==> config.mk <==
export PLATFORM = sky130hd
export DESIGN_NAME = ppm_divider_flat
export DESIGN_NICKNAME = d
export VERILOG_FILES = /design/src/hdl/ppm_pkg.sv /design/src/hdl/ppm_if.sv /design/src/hdl/ppm_divider.sv /design/src/flat_wrapper.sv
export SDC_FILE = /design/constraint.sdc
export NUM_CORES = 1
export LEC_CHECK = 0
export BUFFER_PORTS_ARGS = -buffer_cell sky130_fd_sc_hd__clkbuf_2
export CORE_UTILIZATION = 55
export CTS_BUF_LIST = sky130_fd_sc_hd__clkbuf_8
export DETAILED_ROUTE_END_ITERATION = 7
export PLACE_DENSITY = 0.71
export SETUP_SLACK_MARGIN = 0.5
export SKIP_LAST_GASP = 1
export SYNTH_ARGS = -nofsm -noshare
export SYNTH_HDL_FRONTEND = slang
export SYNTH_SLANG_ARGS = --single-unit
export TNS_END_PERCENT = 1
==> constraint.sdc <==
create_clock -name clock -period 37.3 [get_ports clock]
set_input_delay 1.865 -clock clock [delete_from_list [all_inputs] [get_ports clock]]
set_output_delay 1.865 -clock clock [all_outputs]
set_load 0.02 [all_outputs]
==> src/hdl/ppm_pkg.sv <==
// Shared constants and types for the projection profile mean block.
`timescale 1ns / 1ps
`default_nettype none

package ppm_pkg;

   localparam int MAX_WIDTH  = 1024;
   localparam int MAX_HEIGHT = 1024;
   localparam int FRAC_BITS  = 8;

   localparam int PIXEL_W   = 8;
   localparam int SIZE_W    = 11;
   localparam int INDEX_W   = 10;
   localparam int MEAN_W    = 16;
   localparam int SUM_W     = 18;
   localparam int COL_W     = $clog2(MAX_WIDTH);
   localparam int ROW_W     = $clog2(MAX_HEIGHT);
   localparam int QUO_W     = PIXEL_W + FRAC_BITS;
   localparam int CFG_IDX_W = 2;

   localparam int FIFO_DEPTH = 4;
   localparam int FIFO_PTR_W = $clog2(FIFO_DEPTH);
   localparam int FIFO_CNT_W = $clog2(FIFO_DEPTH + 1);

   localparam logic [MEAN_W-1:0] MEAN_MAX = MEAN_W'(255 << FRAC_BITS);

   typedef enum logic [CFG_IDX_W-1:0] {
      CFG_WIDTH  = 2'd0,
      CFG_HEIGHT = 2'd1,
      CFG_MODE   = 2'd2
   } cfg_index_type;

   typedef struct packed {
      logic [SUM_W-1:0]   sum;
      logic [SIZE_W-1:0]  divisor;
      logic [INDEX_W-1:0] index;
      logic               last;
   } job_type;

   typedef struct packed {
      logic                  head_valid;
      logic [FIFO_CNT_W-1:0] fill;
   } fifo_stat_type;

endpackage

`default_nettype wire

==> src/hdl/ppm_if.sv <==
// Handshake interfaces for the pixel, result and configuration channels.
`timescale 1ns / 1ps
`default_nettype none


interface ppm_rsp_if;
   logic                        valid;
   logic                        ready;
   logic [ppm_pkg::MEAN_W-1:0]  profile_mean;
   logic [ppm_pkg::INDEX_W-1:0] profile_index;
   logic                        profile_last;

   modport source (output valid, output profile_mean, output profile_index,
                   output profile_last, input ready);
   modport sink   (input valid, input profile_mean, input profile_index,
                   input profile_last, output ready);
endinterface


`default_nettype wire

==> src/hdl/ppm_divider.sv <==
// Back end: pipelined restoring divider, one quotient bit per stage.
`timescale 1ns / 1ps
`default_nettype none

module ppm_divider (
   input  wire logic                   clock,
   input  wire logic                   reset,
   input  wire ppm_pkg::job_type       head_job,
   input  wire ppm_pkg::fifo_stat_type stat,
   output logic                        pop,
   ppm_rsp_if.source                   rsp_if
);

   localparam int QW     = ppm_pkg::QUO_W;
   localparam int RW     = ppm_pkg::SIZE_W;
   localparam int NUM_W  = ppm_pkg::SUM_W + ppm_pkg::FRAC_BITS;
   localparam int STAGES = QW;

   typedef struct packed {
      logic                        valid;
      logic [RW-1:0]               rem;
      logic [QW-1:0]               num;
      logic [QW-1:0]               quo;
      logic [ppm_pkg::SIZE_W-1:0]  divisor;
      logic [ppm_pkg::INDEX_W-1:0] index;
      logic                        last;
   } stage_type;

   // One restoring step: the remainder always stays below the divisor.
   function automatic stage_type div_step(input stage_type s);
      stage_type   r;
      logic [RW:0] trial;
      r     = s;
      trial = {s.rem, s.num[QW-1]};
      if (trial >= {1'b0, s.divisor}) begin
         r.rem = RW'(trial - {1'b0, s.divisor});
         r.quo = {s.quo[QW-2:0], 1'b1};
      end else begin
         r.rem = trial[RW-1:0];
         r.quo = {s.quo[QW-2:0], 1'b0};
      end
      r.num = {s.num[QW-2:0], 1'b0};
      return r;
   endfunction

   stage_type                   st_ff [STAGES];
   stage_type                   load;
   logic [NUM_W-1:0]            num_full;
   logic                        adv;
   logic                        out_valid_ff;
   logic [ppm_pkg::MEAN_W-1:0]  mean_ff;
   logic [ppm_pkg::INDEX_W-1:0] index_ff;
   logic                        last_ff;

   assign adv = !out_valid_ff || rsp_if.ready;
   assign pop = adv && stat.head_valid;

   always_comb begin
      num_full     = {head_job.sum, {ppm_pkg::FRAC_BITS{1'b0}}};
      load.valid   = stat.head_valid;
      load.rem     = RW'(num_full[NUM_W-1:QW]);
      load.num     = num_full[QW-1:0];
      load.quo     = '0;
      load.divisor = head_job.divisor;
      load.index   = head_job.index;
      load.last    = head_job.last;
   end

   always_ff @(posedge clock) begin
      if (reset) begin
         for (int k = 0; k < STAGES; k++) begin
            st_ff[k].valid <= 1'b0;
         end
         out_valid_ff <= 1'b0;
      end else if (adv) begin
         st_ff[0] <= div_step(load);
         for (int k = 1; k < STAGES; k++) begin
            st_ff[k] <= div_step(st_ff[k-1]);
         end
         out_valid_ff <= st_ff[STAGES-1].valid;
      end
   end

   always_ff @(posedge clock) begin
      if (adv && st_ff[STAGES-1].valid) begin
         mean_ff  <= ppm_pkg::MEAN_W'(st_ff[STAGES-1].quo);
         index_ff <= st_ff[STAGES-1].index;
         last_ff  <= st_ff[STAGES-1].last;
      end
   end

   assign rsp_if.valid         = out_valid_ff;
   assign rsp_if.profile_mean  = mean_ff;
   assign rsp_if.profile_index = index_ff;
   assign rsp_if.profile_last  = last_ff;

`ifndef NO_ASSERTIONS
   a_mean_bound: assert property (@(posedge clock) disable iff (reset)
      out_valid_ff |-> mean_ff <= ppm_pkg::MEAN_MAX)
      else $error("mean above full scale");
   a_stall_holds_pipe: assert property (@(posedge clock) disable iff (reset)
      !adv |=> $stable(st_ff[STAGES-1].valid) && $stable(out_valid_ff))
      else $error("divider moved while the result was stalled");
`endif

endmodule

`default_nettype wire

==> src/flat_wrapper.sv <==
// flat-port wrapper written by rule: the top's interface ports become plain ports
module ppm_divider_flat 
  (clock, reset, head_job, stat, pop, rsp_if_valid, rsp_if_profile_mean, rsp_if_profile_index, rsp_if_profile_last, rsp_if_ready);
  ppm_rsp_if rsp_if_i ();
  input  wire logic clock;
  input  wire logic reset;
  input  wire ppm_pkg::job_type head_job;
  input  wire ppm_pkg::fifo_stat_type stat;
  output logic pop;
  output wire logic [$bits(rsp_if_i.valid)-1:0] rsp_if_valid;
  output wire logic [$bits(rsp_if_i.profile_mean)-1:0] rsp_if_profile_mean;
  output wire logic [$bits(rsp_if_i.profile_index)-1:0] rsp_if_profile_index;
  output wire logic [$bits(rsp_if_i.profile_last)-1:0] rsp_if_profile_last;
  input wire logic [$bits(rsp_if_i.ready)-1:0] rsp_if_ready;
  assign rsp_if_valid = rsp_if_i.valid;
  assign rsp_if_profile_mean = rsp_if_i.profile_mean;
  assign rsp_if_profile_index = rsp_if_i.profile_index;
  assign rsp_if_profile_last = rsp_if_i.profile_last;
  assign rsp_if_i.ready = rsp_if_ready;
  ppm_divider u_core (.clock(clock), .reset(reset), .head_job(head_job), .stat(stat), .pop(pop), .rsp_if(rsp_if_i));
endmodule
==> results.yml <==
route:
  ant_nets: 0
  vias_per_cell: 5.49
  post-route-drc-count: 0
  routed-via-count: 17527
  drt_iter0_drc: 923
  wl_mm: 50.0
  drtPass1Iterations: 5
  post_drt_wl_per_cell_um: 15.7
power:
  swShare_pct: 31.0
  p_leak_nw: 13.9
  power.switching_mw: 0.786
  seqPwrFrac_pct: 44.2
  peakVddDrop_v: 0.0000351
  p_total_mw: 2.54
  internal_power_mw: 1.75
  clockPowerShare_pct: 23.6
  p_per_area_mw_per_mm2: 71.6
  combinationalPowerShare_pct: 32.2
timing:
  rsz0062_at_grt: "false"
  setup_tns_ns: 0
  final_hold_viol_count: 0
  layout_min_cycle_time_ns: 4.49
  worst_pin_slew_ns: 1.22
  finalCritPeriodShare_pct: 12.0
  slew_headroom_pct: 18.5
  setup_viol: 0
  skew_ns: 0.0280
  max_freq_mhz: 223
  drv_slew: 0
worst_setup_path:
  worst_path_most_repeated_cell: "buf_4"
  slowest_delay_ns: 0.86
  path_cells: "clkbuf_2 -> nor2_4 -> buf_4 -> buf_12 -> buf_4"
  critical_path_class: "in2reg"
  cp-end-kind: "flip-flop"
  slowest_stage: "buf_4"
  crit_required_ns: 37.64
  cp-start-kind: "input port"
  crit_path_max_fanout: 170
  arrival_ns: 4.83
final_layout:
  layout.nets: 2573
  drive_gt1_share_pct: 15.4
  syn2layout_area_growth_pct: 10.3
  finish.utilization_pct: 61.4
clocking:
  cts_sinks: 714
  cts_max_level: 3
  insertion_delay_ns: 0.73
  cts-root-buf: "clkbuf_8"
  cts_tree: "yes"
  clkSlewWorstSetupHoldPaths_ns: 0.06
  ctsResizeCount: 0
  cts_max_path_buffers: 3
  cts_hold_buf: 0
  post_cts_buffers: 0
  cts_buffers: 113
floorplanning:
  die_x_um: 244
  core_sq_mm: 0.0577
  io_pins: 76
  dieArea_sq_mm: 0.0594
  placementRows: 88
  chipHeight_um: 244
  start_util_pct: 55.7
placed_design:
  dpl.hpwl_mm: 33.6
  place_congestion: 0.856
  numPortBuffers: 72
logic_synthesis:
  synth_edf_count: 713
  postSynthAreaPerCell_sq_um: 14.7
  seq_area_frac_synth_pct: 66.7
  synth_warnings: 0
  syn_area_sq_mm: 0.0321
  ys_ff_latch: 714
  synth_cells: 2181
  synthArstFlopShare_pct: 0
  ys.flop_type: "edfxtp_1"
  syn_nets: 2418
  synthDistinctLibCells: 67
global_routing:
  grt_pass1_vias: 18005
  grt_pass1_wl_mm: 82.6
  grt_remaining_overflow: 0
  antenna_found_initial: 1
  grt_use_total_pct: 17.0
  grt_max_degree: 190
run_status:
  status: "finished clean"
hold_path:
  hp-class: "reg2reg"
job:
  drv_cap: 0
worst max-delay path: cells and delay by family:
kind | cells | cell delay, ns
buffers and inverters | 4 | 2.40
AND/OR/NAND/NOR | 1 | 0.13
final timing paths:
path,start,end,slack (ns),cells after the start
worst max-delay path,reset,u_core.st_ff[0][2],32.81,5
worst min-delay path,u_core.st_ff[3][96],u_core.st_ff[3][162],0.40,0
worst max register to register,u_core.rsp_if.valid,u_core.st_ff[0][2],33.66,5
worst min register to register,u_core.st_ff[3][96],u_core.st_ff[3][162],0.40,0
flip-flops by register name, indices dropped and copies added (netlist names):
name                         count
u_core.rsp_if.valid              1
u_core.rsp_if.profile_index     10
u_core.st_ff                   686
u_core.rsp_if.profile_mean      16
u_core.rsp_if.profile_last       1
power groups by stage:
| stage | Clock [mW] | Sequential, mW | Combinational, mW |
|---|---|---|---|
| final | 0.599 | 1.12 | 0.817 |
| after detailed placement | 0 | 1.14 | 0.804 |
| after CTS | 0.622 | 1.12 | 0.815 |
| after global routing | 0.656 | 1.13 | 0.900 |
| after global placement | 0 | 1.13 | 0.770 |
| after floorplan | 0 | 1.15 | 0.656 |
final cells by class:
type,count,area (sq um)
multi-input cells,1203,9690
repair buffers,82,460
well taps,765,957
diodes,1,2.50
flip-flops and latches,714,21400
clock buffers,113,1560
clock inverters,91,515
fillers,4279,22200
inverters,222,833
stage by stage:
stage | std cells | setup WS, ns | cell area (sq um) | hold slack [ns]
floorplan | 2181 | 5.30 | 32100 | 0.400
global route | 3191 | 32.61 | 35400 | 0.420
global placement | 2986 | 32.18 | 33400 | 0.400
CTS | 3190 | 32.89 | 35400 | 0.394
detailed placement | 2986 | 32.12 | 33400 | 0.405
finish | 3191 | 32.81 | 35400 | 0.398
cell usage after synthesis (5+ instances only):
| cell type | number | area [sq um] |
|---|---|---|
| a41o_1 | 8 | 80.1 |
| nand4_1 | 27 | 169 |
| nor3_1 | 18 | 90.1 |
| o311ai_0 | 10 | 87.6 |
| nand3b_1 | 10 | 75.1 |
| nor2_1 | 99 | 372 |
| mux2_1 | 8 | 90.1 |
| o21a_1 | 31 | 233 |
| buf_4 | 5 | 37.5 |
| o21bai_1 | 16 | 120 |
| a2111oi_0 | 5 | 43.8 |
| buf_2 | 9 | 45.0 |
| mux2_4 | 8 | 120 |
| or2_2 | 5 | 31.3 |
| o2111ai_1 | 12 | 105 |
| inv_1 | 222 | 833 |
| edfxtp_1 | 713 | 21400 |
| a21o_1 | 34 | 255 |
| a21oi_1 | 99 | 495 |
| xor2_1 | 30 | 263 |
| a21boi_0 | 9 | 67.6 |
| clkbuf_1 | 23 | 86.3 |
| and3_1 | 12 | 75.1 |
| mux2_2 | 131 | 1480 |
| a31oi_1 | 11 | 68.8 |
| a311oi_1 | 5 | 43.8 |
| o2111a_1 | 5 | 56.3 |
| o211ai_1 | 22 | 165 |
| nor4_1 | 5 | 31.3 |
| nand2b_1 | 29 | 181 |
| nand2_1 | 62 | 233 |
| fa_1 | 15 | 300 |
| a211oi_1 | 8 | 60.1 |
| mux2i_1 | 27 | 270 |
| o21ai_0 | 56 | 280 |
| xnor2_1 | 48 | 420 |
| nand3_1 | 25 | 125 |
| a311o_1 | 11 | 110 |
| o31a_1 | 8 | 70.1 |
| ha_1 | 175 | 2190 |
| or3_1 | 9 | 56.3 |
| a211o_1 | 7 | 61.3 |
| and2_1 | 17 | 106 |
| nor2b_1 | 52 | 325 |
cell usage in the layout, fill, tap and decap left out, types with 11 or more instances in the layout:
cell | Yosys | layout
o211ai_1 | 22 | 22
a311o_1 | 11 | 11
and3_1 | 12 | 12
nand2b_1 | 29 | 29
xor2_1 | 30 | 30
ha_1 | 175 | 175
nand4_1 | 27 | 27
nor3_1 | 18 | 18
and2_1 | 17 | 17
o21ai_0 | 56 | 56
a21oi_1 | 99 | 99
nor2b_1 | 52 | 52
o2111ai_1 | 12 | 12
fa_1 | 15 | 15
nand2_1 | 62 | 62
a21o_1 | 34 | 34
nor2_1 | 99 | 98
o21bai_1 | 16 | 16
mux2i_1 | 27 | 27
inv_1 | 222 | 250
clkbuf_8 | 0 | 113
a31oi_1 | 11 | 11
mux2_2 | 131 | 131
edfxtp_1 | 713 | 713
xnor2_1 | 48 | 48
clkinv_1 | 0 | 39
nand3_1 | 25 | 25
clkbuf_2 | 3 | 72
o21a_1 | 31 | 31
clkinv_2 | 0 | 16
layer usage:
layer,global-route usage [%],routed length [um],vias to the layer above
li1,-,-,8527
met1,18.9,20200,8487
met2,30.7,26000,373
met3,3.10,1910,140
met4,8.93,1890,0
met5,0,0,-
kinds of logic (layout without fill, tap and decap cells):
| kind of cell | count (synthesis) | in the layout | share of synthesized area (%) |
|---|---|---|---|
| XOR/XNOR | 78 | 78 | 2.12 |
| multiplexers | 174 | 174 | 6.08 |
| buffers and inverters | 264 | 508 | 3.21 |
| adder cells (fa/ha/maj) | 190 | 190 | 7.75 |
| AND/OR/NAND/NOR | 384 | 384 | 6.19 |
| flip-flops | 714 | 714 | 66.7 |
| AO/OA/AOI/OAI | 377 | 377 | 7.98 |
| other | 0 | 1 | 0 |
Power figures use the tool's default switching activity.
