<file path="config.mk">
export PLATFORM = sky130hd
export DESIGN_NAME = ppm_fifo
export DESIGN_NICKNAME = d
export VERILOG_FILES = /design/src/hdl/ppm_pkg.sv /design/src/hdl/ppm_fifo.sv
export SDC_FILE = /design/constraint.sdc
export NUM_CORES = 1
export LEC_CHECK = 0
export ABC_AREA = 1
export CAP_MARGIN = 10
export CORE_ASPECT_RATIO = 1.4
export CORE_MARGIN = 5
export CORE_UTILIZATION = 40
export DETAILED_ROUTE_END_ITERATION = 10
export DONT_BUFFER_PORTS = 1
export PLACE_DENSITY_LB_ADDON = 0.05
export SLEW_MARGIN = 0
export SYNTH_ARGS = -nofsm -noshare
export SYNTH_HDL_FRONTEND = slang
export SYNTH_SLANG_ARGS = --single-unit
</file>
<file path="constraint.sdc">
create_clock -name clock -period 2.25 [get_ports clock]
set_input_delay 0.1125 -clock clock [delete_from_list [all_inputs] [get_ports clock]]
set_output_delay 0.1125 -clock clock [all_outputs]
set_load 0.01 [all_outputs]
</file>
<file path="src/hdl/ppm_pkg.sv">
// Shared constants and types for the projection profile mean block.
`timescale 1ns / 1ps
`default_nettype none

package ppm_pkg;

   localparam int MAX_WIDTH  = 1024;
   localparam int MAX_HEIGHT = 1024;
   localparam int FRAC_BITS  = 8;

   localparam int PIXEL_W   = 8;
   localparam int SIZE_W    = 11;
   localparam int INDEX_W   = 10;
   localparam int MEAN_W    = 16;
   localparam int SUM_W     = 18;
   localparam int COL_W     = $clog2(MAX_WIDTH);
   localparam int ROW_W     = $clog2(MAX_HEIGHT);
   localparam int QUO_W     = PIXEL_W + FRAC_BITS;
   localparam int CFG_IDX_W = 2;

   localparam int FIFO_DEPTH = 4;
   localparam int FIFO_PTR_W = $clog2(FIFO_DEPTH);
   localparam int FIFO_CNT_W = $clog2(FIFO_DEPTH + 1);

   localparam logic [MEAN_W-1:0] MEAN_MAX = MEAN_W'(255 << FRAC_BITS);

   typedef enum logic [CFG_IDX_W-1:0] {
      CFG_WIDTH  = 2'd0,
      CFG_HEIGHT = 2'd1,
      CFG_MODE   = 2'd2
   } cfg_index_type;

   typedef struct packed {
      logic [SUM_W-1:0]   sum;
      logic [SIZE_W-1:0]  divisor;
      logic [INDEX_W-1:0] index;
      logic               last;
   } job_type;

   typedef struct packed {
      logic                  head_valid;
      logic [FIFO_CNT_W-1:0] fill;
   } fifo_stat_type;

endpackage

`default_nettype wire

</file>
<file path="src/hdl/ppm_fifo.sv">
// Short job queue between the accumulating front end and the divider.
`timescale 1ns / 1ps
`default_nettype none

module ppm_fifo (
   input  wire logic             clock,
   input  wire logic             reset,
   input  wire logic             push,
   input  wire ppm_pkg::job_type push_job,
   input  wire logic             pop,
   output ppm_pkg::job_type      head_job,
   output ppm_pkg::fifo_stat_type stat
);

   ppm_pkg::job_type                     mem [ppm_pkg::FIFO_DEPTH];
   logic [ppm_pkg::FIFO_PTR_W-1:0]       wr_ptr_ff, wr_ptr_in;
   logic [ppm_pkg::FIFO_PTR_W-1:0]       rd_ptr_ff, rd_ptr_in;
   logic [ppm_pkg::FIFO_CNT_W-1:0]       fill_ff, fill_in;

   always_comb begin
      wr_ptr_in = push ? wr_ptr_ff + 1'b1 : wr_ptr_ff;
      rd_ptr_in = pop ? rd_ptr_ff + 1'b1 : rd_ptr_ff;
      fill_in   = fill_ff;
      if (push && !pop) begin
         fill_in = fill_ff + 1'b1;
      end else if (pop && !push) begin
         fill_in = fill_ff - 1'b1;
      end
   end

   always_ff @(posedge clock) begin
      if (reset) begin
         wr_ptr_ff <= '0;
         rd_ptr_ff <= '0;
         fill_ff   <= '0;
      end else begin
         wr_ptr_ff <= wr_ptr_in;
         rd_ptr_ff <= rd_ptr_in;
         fill_ff   <= fill_in;
      end
   end

   always_ff @(posedge clock) begin
      if (push) begin
         mem[wr_ptr_ff] <= push_job;
      end
   end

   assign head_job        = mem[rd_ptr_ff];
   assign stat.head_valid = (fill_ff != '0);
   assign stat.fill       = fill_ff;

`ifndef NO_ASSERTIONS
   a_no_overflow: assert property (@(posedge clock) disable iff (reset)
      push |-> (fill_ff < ppm_pkg::FIFO_CNT_W'(ppm_pkg::FIFO_DEPTH)) || pop)
      else $error("job queue written while full");
   a_no_underflow: assert property (@(posedge clock) disable iff (reset)
      pop |-> fill_ff != '0)
      else $error("job queue read while empty");
`endif

endmodule

`default_nettype wire

</file>
==> results.sh, run 1 <==
export IMPL_cp_max_fo=37
export IMPL_ir_drop_mv=0.495
export IMPL_drc=0
export IMPL_r2r_cells=5
export IMPL_r2r_start="wr_ptr_ff[0]"
export IMPL_maxSlewViolCount=0
export IMPL_synth_seq_cells=169
export IMPL_synth_area_per_cell_um2=14.6
export IMPL_portBuffers=0
export IMPL_rsz0062_at_grt="no"
export IMPL_clockBufferDepth=2
export IMPL_clock_latency_ns=0.42
export IMPL_worst_setup_path_start_kind="flop"
export IMPL_cts_buffers_inserted=17
export IMPL_core_region_area_mm2=0.0160
export IMPL_critPathRequiredTime_ns=2.14
export IMPL_status="finished clean"
export IMPL_cap_violations=0
export IMPL_drtIter0Drc=209
export IMPL_numClockSinks=169
export IMPL_synth_area_leader_cell="edfxtp_1"
export IMPL_hold_class="primary input to flop"
export IMPL_slew_headroom=0.683
export IMPL_finalCritPeriodShare=0.890
export IMPL_p_leak_nw=2.59
export IMPL_routabilityCongestion=0.717
export IMPL_worstPathArrival_ns=1.89
export IMPL_netlist_area_leader_share=0.740
export IMPL_nets=547
export IMPL_min_path_cells=3
export IMPL_synth_nets=495
export IMPL_setup_worst_path_end_class="primary output"
export IMPL_hold_end="fill_ff[0]"
export IMPL_synthTopCellsByArea="edfxtp_1, nor2_1, o22ai_1, o21ai_0, o21ai_1"
export IMPL_drtPass1Iterations=4
export IMPL_dp_cells=634
export IMPL_worstHoldStart="push"
export IMPL_synth_cells=445
export IMPL_die_height_um=161
export IMPL_grt_usage=0.145
export IMPL_antenna_found_initial=0
export IMPL_final_hold_viol_count=0
export IMPL_fin_util=0.477
export IMPL_yosysSeqAreaShare=0.768
export IMPL_syn_cell_area_mm2=0.00649
export IMPL_drive_gt1_frac=0.102
export IMPL_dp_hpwl_mm=7.75
export IMPL_final_setup_viol_count=0
export IMPL_cts_clk_slew_worst_paths_ns=0.06
export IMPL_grt_max_degree=81
export IMPL_wl_mm=13.3
export IMPL_yosys_cell_types_count=21
export IMPL_reg2reg_slack_ns=0.76
export IMPL_postCtsSetupBuffers=0
export IMPL_cts_root_buf="clkbuf_16"
export IMPL_first_global_vias=3721
export IMPL_diodes=0
export IMPL_boundaryPins=88
export IMPL_die_area_mm2=0.0189
export IMPL_fin_skew_ns=0.00645
export IMPL_viasPerCell=5.21
export IMPL_p_per_area_mw_per_mm2=915
export IMPL_fmax_ghz=0.499
export IMPL_placementRows=55
export IMPL_h_tree_depth=4
export IMPL_cts_tree="built"
export IMPL_path_class="flop to primary output"
export IMPL_ant_nets=0
export IMPL_avgRoutedWirePerCell_um=18.8
export IMPL_hold_ws_ns=0.0456
export IMPL_grt_overflow=0
export IMPL_p_total_w=0.00700
export IMPL_grt_pass1_wl_mm=20.7
export IMPL_worst_slew_pin_slew_ns=0.476
export IMPL_final_cells=709
export IMPL_min_period_ns=2.00
export IMPL_num_vias=3695
export IMPL_die_w_um=118
export IMPL_start_util=0.405
export IMPL_yosys_warnings=0
export IMPL_area_growth_pct=17.9
export IMPL_r2r_end="mem[2][29]"
export IMPL_fin_setup_tns_ns=0
-- cell usage after synthesis, drive strengths merged --
library cell  count
nand3             1
buf              25
nand2            10
o21ai            85
inv              17
edfxtp          160
ha                5
fa                1
o22ai            40
nor2             87
nand4             1
dfxtp             9
xor2              1
a21oi             3
-- cells in the final DEF (no fill, tap or decap) --
cell           instances
o21ai_0               45
clkinv_4               3
nor2_1                87
o22ai_1               40
clkinvlp_4             4
bufinv_16              2
clkinv_1               1
inv_12                 1
o21ai_1               38
fa_1                   1
nand3_1                1
nand2_1               10
xor2_1                 1
o21ai_2                2
buf_4                 10
nand4_1                1
clkbuf_1               3
ha_1                   5
dlygate4sd3_1         43
buf_12                 5
dfxtp_4                1
inv_1                 11
clkbuf_16             17
dfxtp_1                8
clkinv_2               3
a21oi_1                3
inv_2                  4
edfxtp_1             160
-- how the worst max path moves through the flow --
stage                      start            to  slack [ns]  depth (start not counted)
floorplan           wr_ptr_ff[0]     mem[2][0]        0.48                          4
global placement            flop  head_job[38]        0.41                          3
detailed placement          flop  head_job[17]        0.37                          3
CTS                         flop  head_job[25]        0.04                          4
global route                flop   head_job[8]        0.08                          3
finish                      flop   head_job[3]        0.25                          3
-- through the flow --
stage / cell area (um2) / setup slack, ns
6_report: 7650 / 0.248
4_1_cts: 7650 / 0.0416
3_3_place_gp: 6650 / 0.413
3_5_place_dp: 6650 / 0.375
5_1_grt: 7650 / 0.0774
2_1_floorplan: 6490 / 0.481
-- power by group --
| group | internal, W | total [W] | switching (W) | leakage, nW |
|---|---|---|---|---|
| combinational | 0.000193 | 0.000583 | 0.000390 | 0.775 |
| clock | 0.00163 | 0.00277 | 0.00114 | 0.267 |
| sequential | 0.00359 | 0.00365 | 0.0000608 | 1.54 |
-- flip-flops by register name, summed over array words and instances, names as in the netlist, named ones only --
| name | count |
|---|---|
| fill_ff | 3 |
| wr_ptr_ff | 2 |
| mem | 160 |
| rd_ptr_ff | 2 |
-- kinds of logic (layout without fill, tap and decap cells) --
logic type	count (synthesis)	after routing	synth area share
AOI/OAI and AO/OA	128	128	0.108
adders and majority gates	6	6	0.0127
and+or+nand+nor	99	99	0.0578
DFF	169	169	0.768
xor gates and xnor gates	1	1	0.00135
buffers and inverters	42	107	0.0528
-- per-layer routing --
layer / vias to the layer above / global-route usage / wire length, um
met4: 0 / 0.0725 / 393
met5: - / 0 / 0
met3: 26 / 0.0405 / 663
li1: 1753 / - / -
met2: 106 / 0.252 / 6800
met1: 1810 / 0.163 / 5470
-- cell type report --
class                   count  area (um2)
fillers                  1419        8380
flip-flops and latches    169        4990
multi-input cells         234        1160
repair buffers             58         606
clock buffers              20         437
well taps                 199         249
clock inverters            12         128
inverters                  17        80.1
-- worst max-delay path, stage by stage (launching register included) --
cell and delay (ns):
dfxtp_4 0.65, buf_4 0.34, o21ai_0 0.13, o22ai_1 0.33
-- what timing repair did --
item / in CTS / in global routing
gates resized for setup: 1 / 1
setup endpoints to repair: 13 / 16
hold buffers: 43 / 0
endpoints found under the hold margin: 169 / 0
Power figures use the tool's default switching activity.
==> inputs of run 2 (changes only) <==
--- a/config.mk
+++ b/config.mk
@@ -5,7 +5,6 @@
 export SDC_FILE = /design/constraint.sdc
 export NUM_CORES = 1
 export LEC_CHECK = 0
-export ABC_AREA = 1
 export CAP_MARGIN = 10
 export CORE_ASPECT_RATIO = 1.4
 export CORE_MARGIN = 5
==> run 2 against run 1 <==
  * Worst setup slack better by 0.12 ns
  * Synthesized cell count down 43%
  * Combinational power increased by 5.7%
  * Critical path depth down 1
  * Sequential power about the same
  * Wire length down 14%
  * Synthesized area decreased by 3.9%
  * Clock skew increased by 0.0032 ns
  * Maximum frequency increased by 6.4%
  * Largest cell class unchanged
==> results.sh, run 2 <==
export IMPL_fmax_ghz=0.531
export IMPL_area_growth_pct=20.4
export IMPL_drtPass1Iterations=4
export IMPL_maxSlewViolCount=0
export IMPL_finalCritPeriodShare=0.836
export IMPL_fin_setup_tns_ns=0
export IMPL_p_leak_nw=2.41
export IMPL_yosys_warnings=0
export IMPL_cts_root_buf="clkbuf_16"
export IMPL_top_regs="mem: 160 flops, fill_ff: 3 flops"
export IMPL_status="finished clean"
export IMPL_final_setup_viol_count=0
export IMPL_synth_nets=302
export IMPL_ir_drop_mv=0.446
export IMPL_synth_seq_cells=169
export IMPL_rsz0062_at_grt="no"
export IMPL_die_area_mm2=0.0182
export IMPL_synth_edf_count=160
export IMPL_synth_area_leader_cell="edfxtp_1"
export IMPL_r2r_start="wr_ptr_ff[0]"
export IMPL_slew_headroom=0.735
export IMPL_power_frac_seq=0.525
export IMPL_hold_ws_ns=0.0688
export IMPL_cts_clk_slew_worst_paths_ns=0.07
export IMPL_cp_max_fo=10
export IMPL_diodes=0
export IMPL_dp_hpwl_mm=7.13
export IMPL_min_period_ns=1.88
export IMPL_drc=0
export IMPL_nets=365
export IMPL_portBuffers=0
export IMPL_h_tree_depth=4
export IMPL_nFillCells=1242
export IMPL_wl_mm=11.5
export IMPL_worst_slew_pin_slew_ns=0.398
export IMPL_die_height_um=158
export IMPL_critPathRequiredTime_ns=2.14
export IMPL_core_region_area_mm2=0.0155
export IMPL_drive_gt1_frac=0.262
export IMPL_die_w_um=116
export IMPL_yosys_cell_types_count=19
export IMPL_grt_max_degree=37
export IMPL_clock_power_share=0.387
export IMPL_yosysSeqAreaShare=0.799
export IMPL_largest_reg_flops=160
export IMPL_cts_hold_buffers=44
export IMPL_yosysMostFrequentCell="edfxtp_1"
export IMPL_placementRows=54
export IMPL_first_global_vias=2972
export IMPL_netlist_area_leader_share=0.770
export IMPL_most_common_layout_cells="edfxtp_1, dlygate4sd3_1, mux4_2"
export IMPL_regMostFlops="mem"
export IMPL_grt_usage=0.134
export IMPL_fin_skew_ns=0.00965
export IMPL_boundaryPins=88
export IMPL_worstPathArrival_ns=1.77
export IMPL_sw_frac_of_total=0.224
export IMPL_cap_violations=0
export IMPL_multi_input_area_mm2=0.00113
export IMPL_routabilityCongestion=0.674
export IMPL_grt_overflow=0
export IMPL_p_int_w=0.00543
export IMPL_p_total_w=0.00699
export IMPL_worst_setup_path_start_kind="flop"
export IMPL_hold_class="primary input to flop"
export IMPL_syn_cell_area_mm2=0.00624
export IMPL_synth_common_cells="edfxtp_1, mux4_2, dfxtp_1"
export IMPL_clockBufferDepth=2
export IMPL_start_util=0.403
export IMPL_layout_area_seq_mm2=0.00499
export IMPL_setup_worst_path_end_class="primary output"
export IMPL_grt_pass1_wl_mm=17.6
export IMPL_worstHoldStart="push"
export IMPL_synth_area_per_cell_um2=24.8
export IMPL_path_class="flop to primary output"
export IMPL_cts_buffers_inserted=17
export IMPL_final_common_cell="edfxtp_1"
export IMPL_num_vias=2652
export IMPL_cts_tree="built"
export IMPL_final_hold_viol_count=0
export IMPL_post_cts_resize_count=0
export IMPL_p_per_area_mw_per_mm2=931
export IMPL_numClockSinks=169
export IMPL_synth_ff_type="edfxtp_1"
export IMPL_synthTopCellsByArea="edfxtp_1, mux4_2, dfxtp_1, buf_12, ha_1"
export IMPL_synth_cells=252
export IMPL_pwr_share_comb=0.088
export IMPL_clock_latency_ns=0.41
export IMPL_avgRoutedWirePerCell_um=21.9
export IMPL_drtIter0Drc=179
export IMPL_p_switching_w=0.00156
export IMPL_antenna_found_initial=0
export IMPL_fin_util=0.486
export IMPL_ys_async_sr_fraction=0
export IMPL_ant_nets=0
export IMPL_viasPerCell=5.06
export IMPL_postCtsSetupBuffers=0
## run 2: cell count changes after synthesis, moves of 4 or more
cell	delta
nor2_1	-80
o21ai_0	-44
mux4_2	+40
o22ai_1	-40
o21ai_1	-38
inv_1	-12
nand2_1	-9
and2_1	+4
buf_2	-4
buf_4	-4
buf_6	-4
buf_8	-4
## run 2: kinds of logic after synthesis
group	count (synthesis)	synth area share
flops	169	0.799
mux	42	0.148
buf+inv	14	0.0209
simple gates	14	0.0108
fa+ha+maj	6	0.0132
xor+xnor	5	0.00702
compound gates	2	0.00160
## run 2: final cells by class
| cell class | count | share of cell area |
|---|---|---|
| flip-flops and latches | 169 | 0.664 |
| multi-input cells | 69 | 0.150 |
| repair buffers | 54 | 0.0769 |
| clock buffers | 19 | 0.0576 |
| well taps | 196 | 0.0326 |
| clock inverters | 13 | 0.0162 |
| inverters | 4 | 0.00200 |
## run 2: power groups by stage
stage / sequential (W) / combinational (W) / clock [W]
after global placement: 0.00374 / 0.000550 / 0
final: 0.00367 / 0.000616 / 0.00270
after floorplan: 0.00372 / 0.000440 / 0
after detailed placement: 0.00375 / 0.000550 / 0
after CTS: 0.00368 / 0.000647 / 0.00279
after global routing: 0.00369 / 0.000673 / 0.00293
## run 2: worst max-delay path, stage by stage, from the launching register on
cell and delay [ns]:
dfxtp_4 0.48, buf_4 0.29, mux4_2 0.59
## run 2: final timing paths
path,end,slack (ns),cells past startpoint
worst max-delay path,head_job[6],0.37,2
worst max register to register,wr_ptr_ff[1],0.64,5
worst min-delay path,mem[2][3],0.07,1
worst min register to register,rd_ptr_ff[0],0.55,2
## run 2: per-stage QoR
stage	instance area (um2)	instances	setup slack [ns]
finish	7510	524	0.368
global route	7510	524	0.244
CTS	7510	524	0.297
detailed placement	6520	448	0.670
global placement	6520	448	0.689
floorplan	6240	252	0.338
## run 2: metal layers
| layer | routed length [um] | track usage | up-vias |
|---|---|---|---|
| met3 | 648 | 0.0470 | 8 |
| met1 | 4530 | 0.157 | 1407 |
| met4 | 109 | 0.0419 | 0 |
| met2 | 6220 | 0.232 | 60 |
| met5 | 0 | 0 | - |
| li1 | - | - | 1177 |
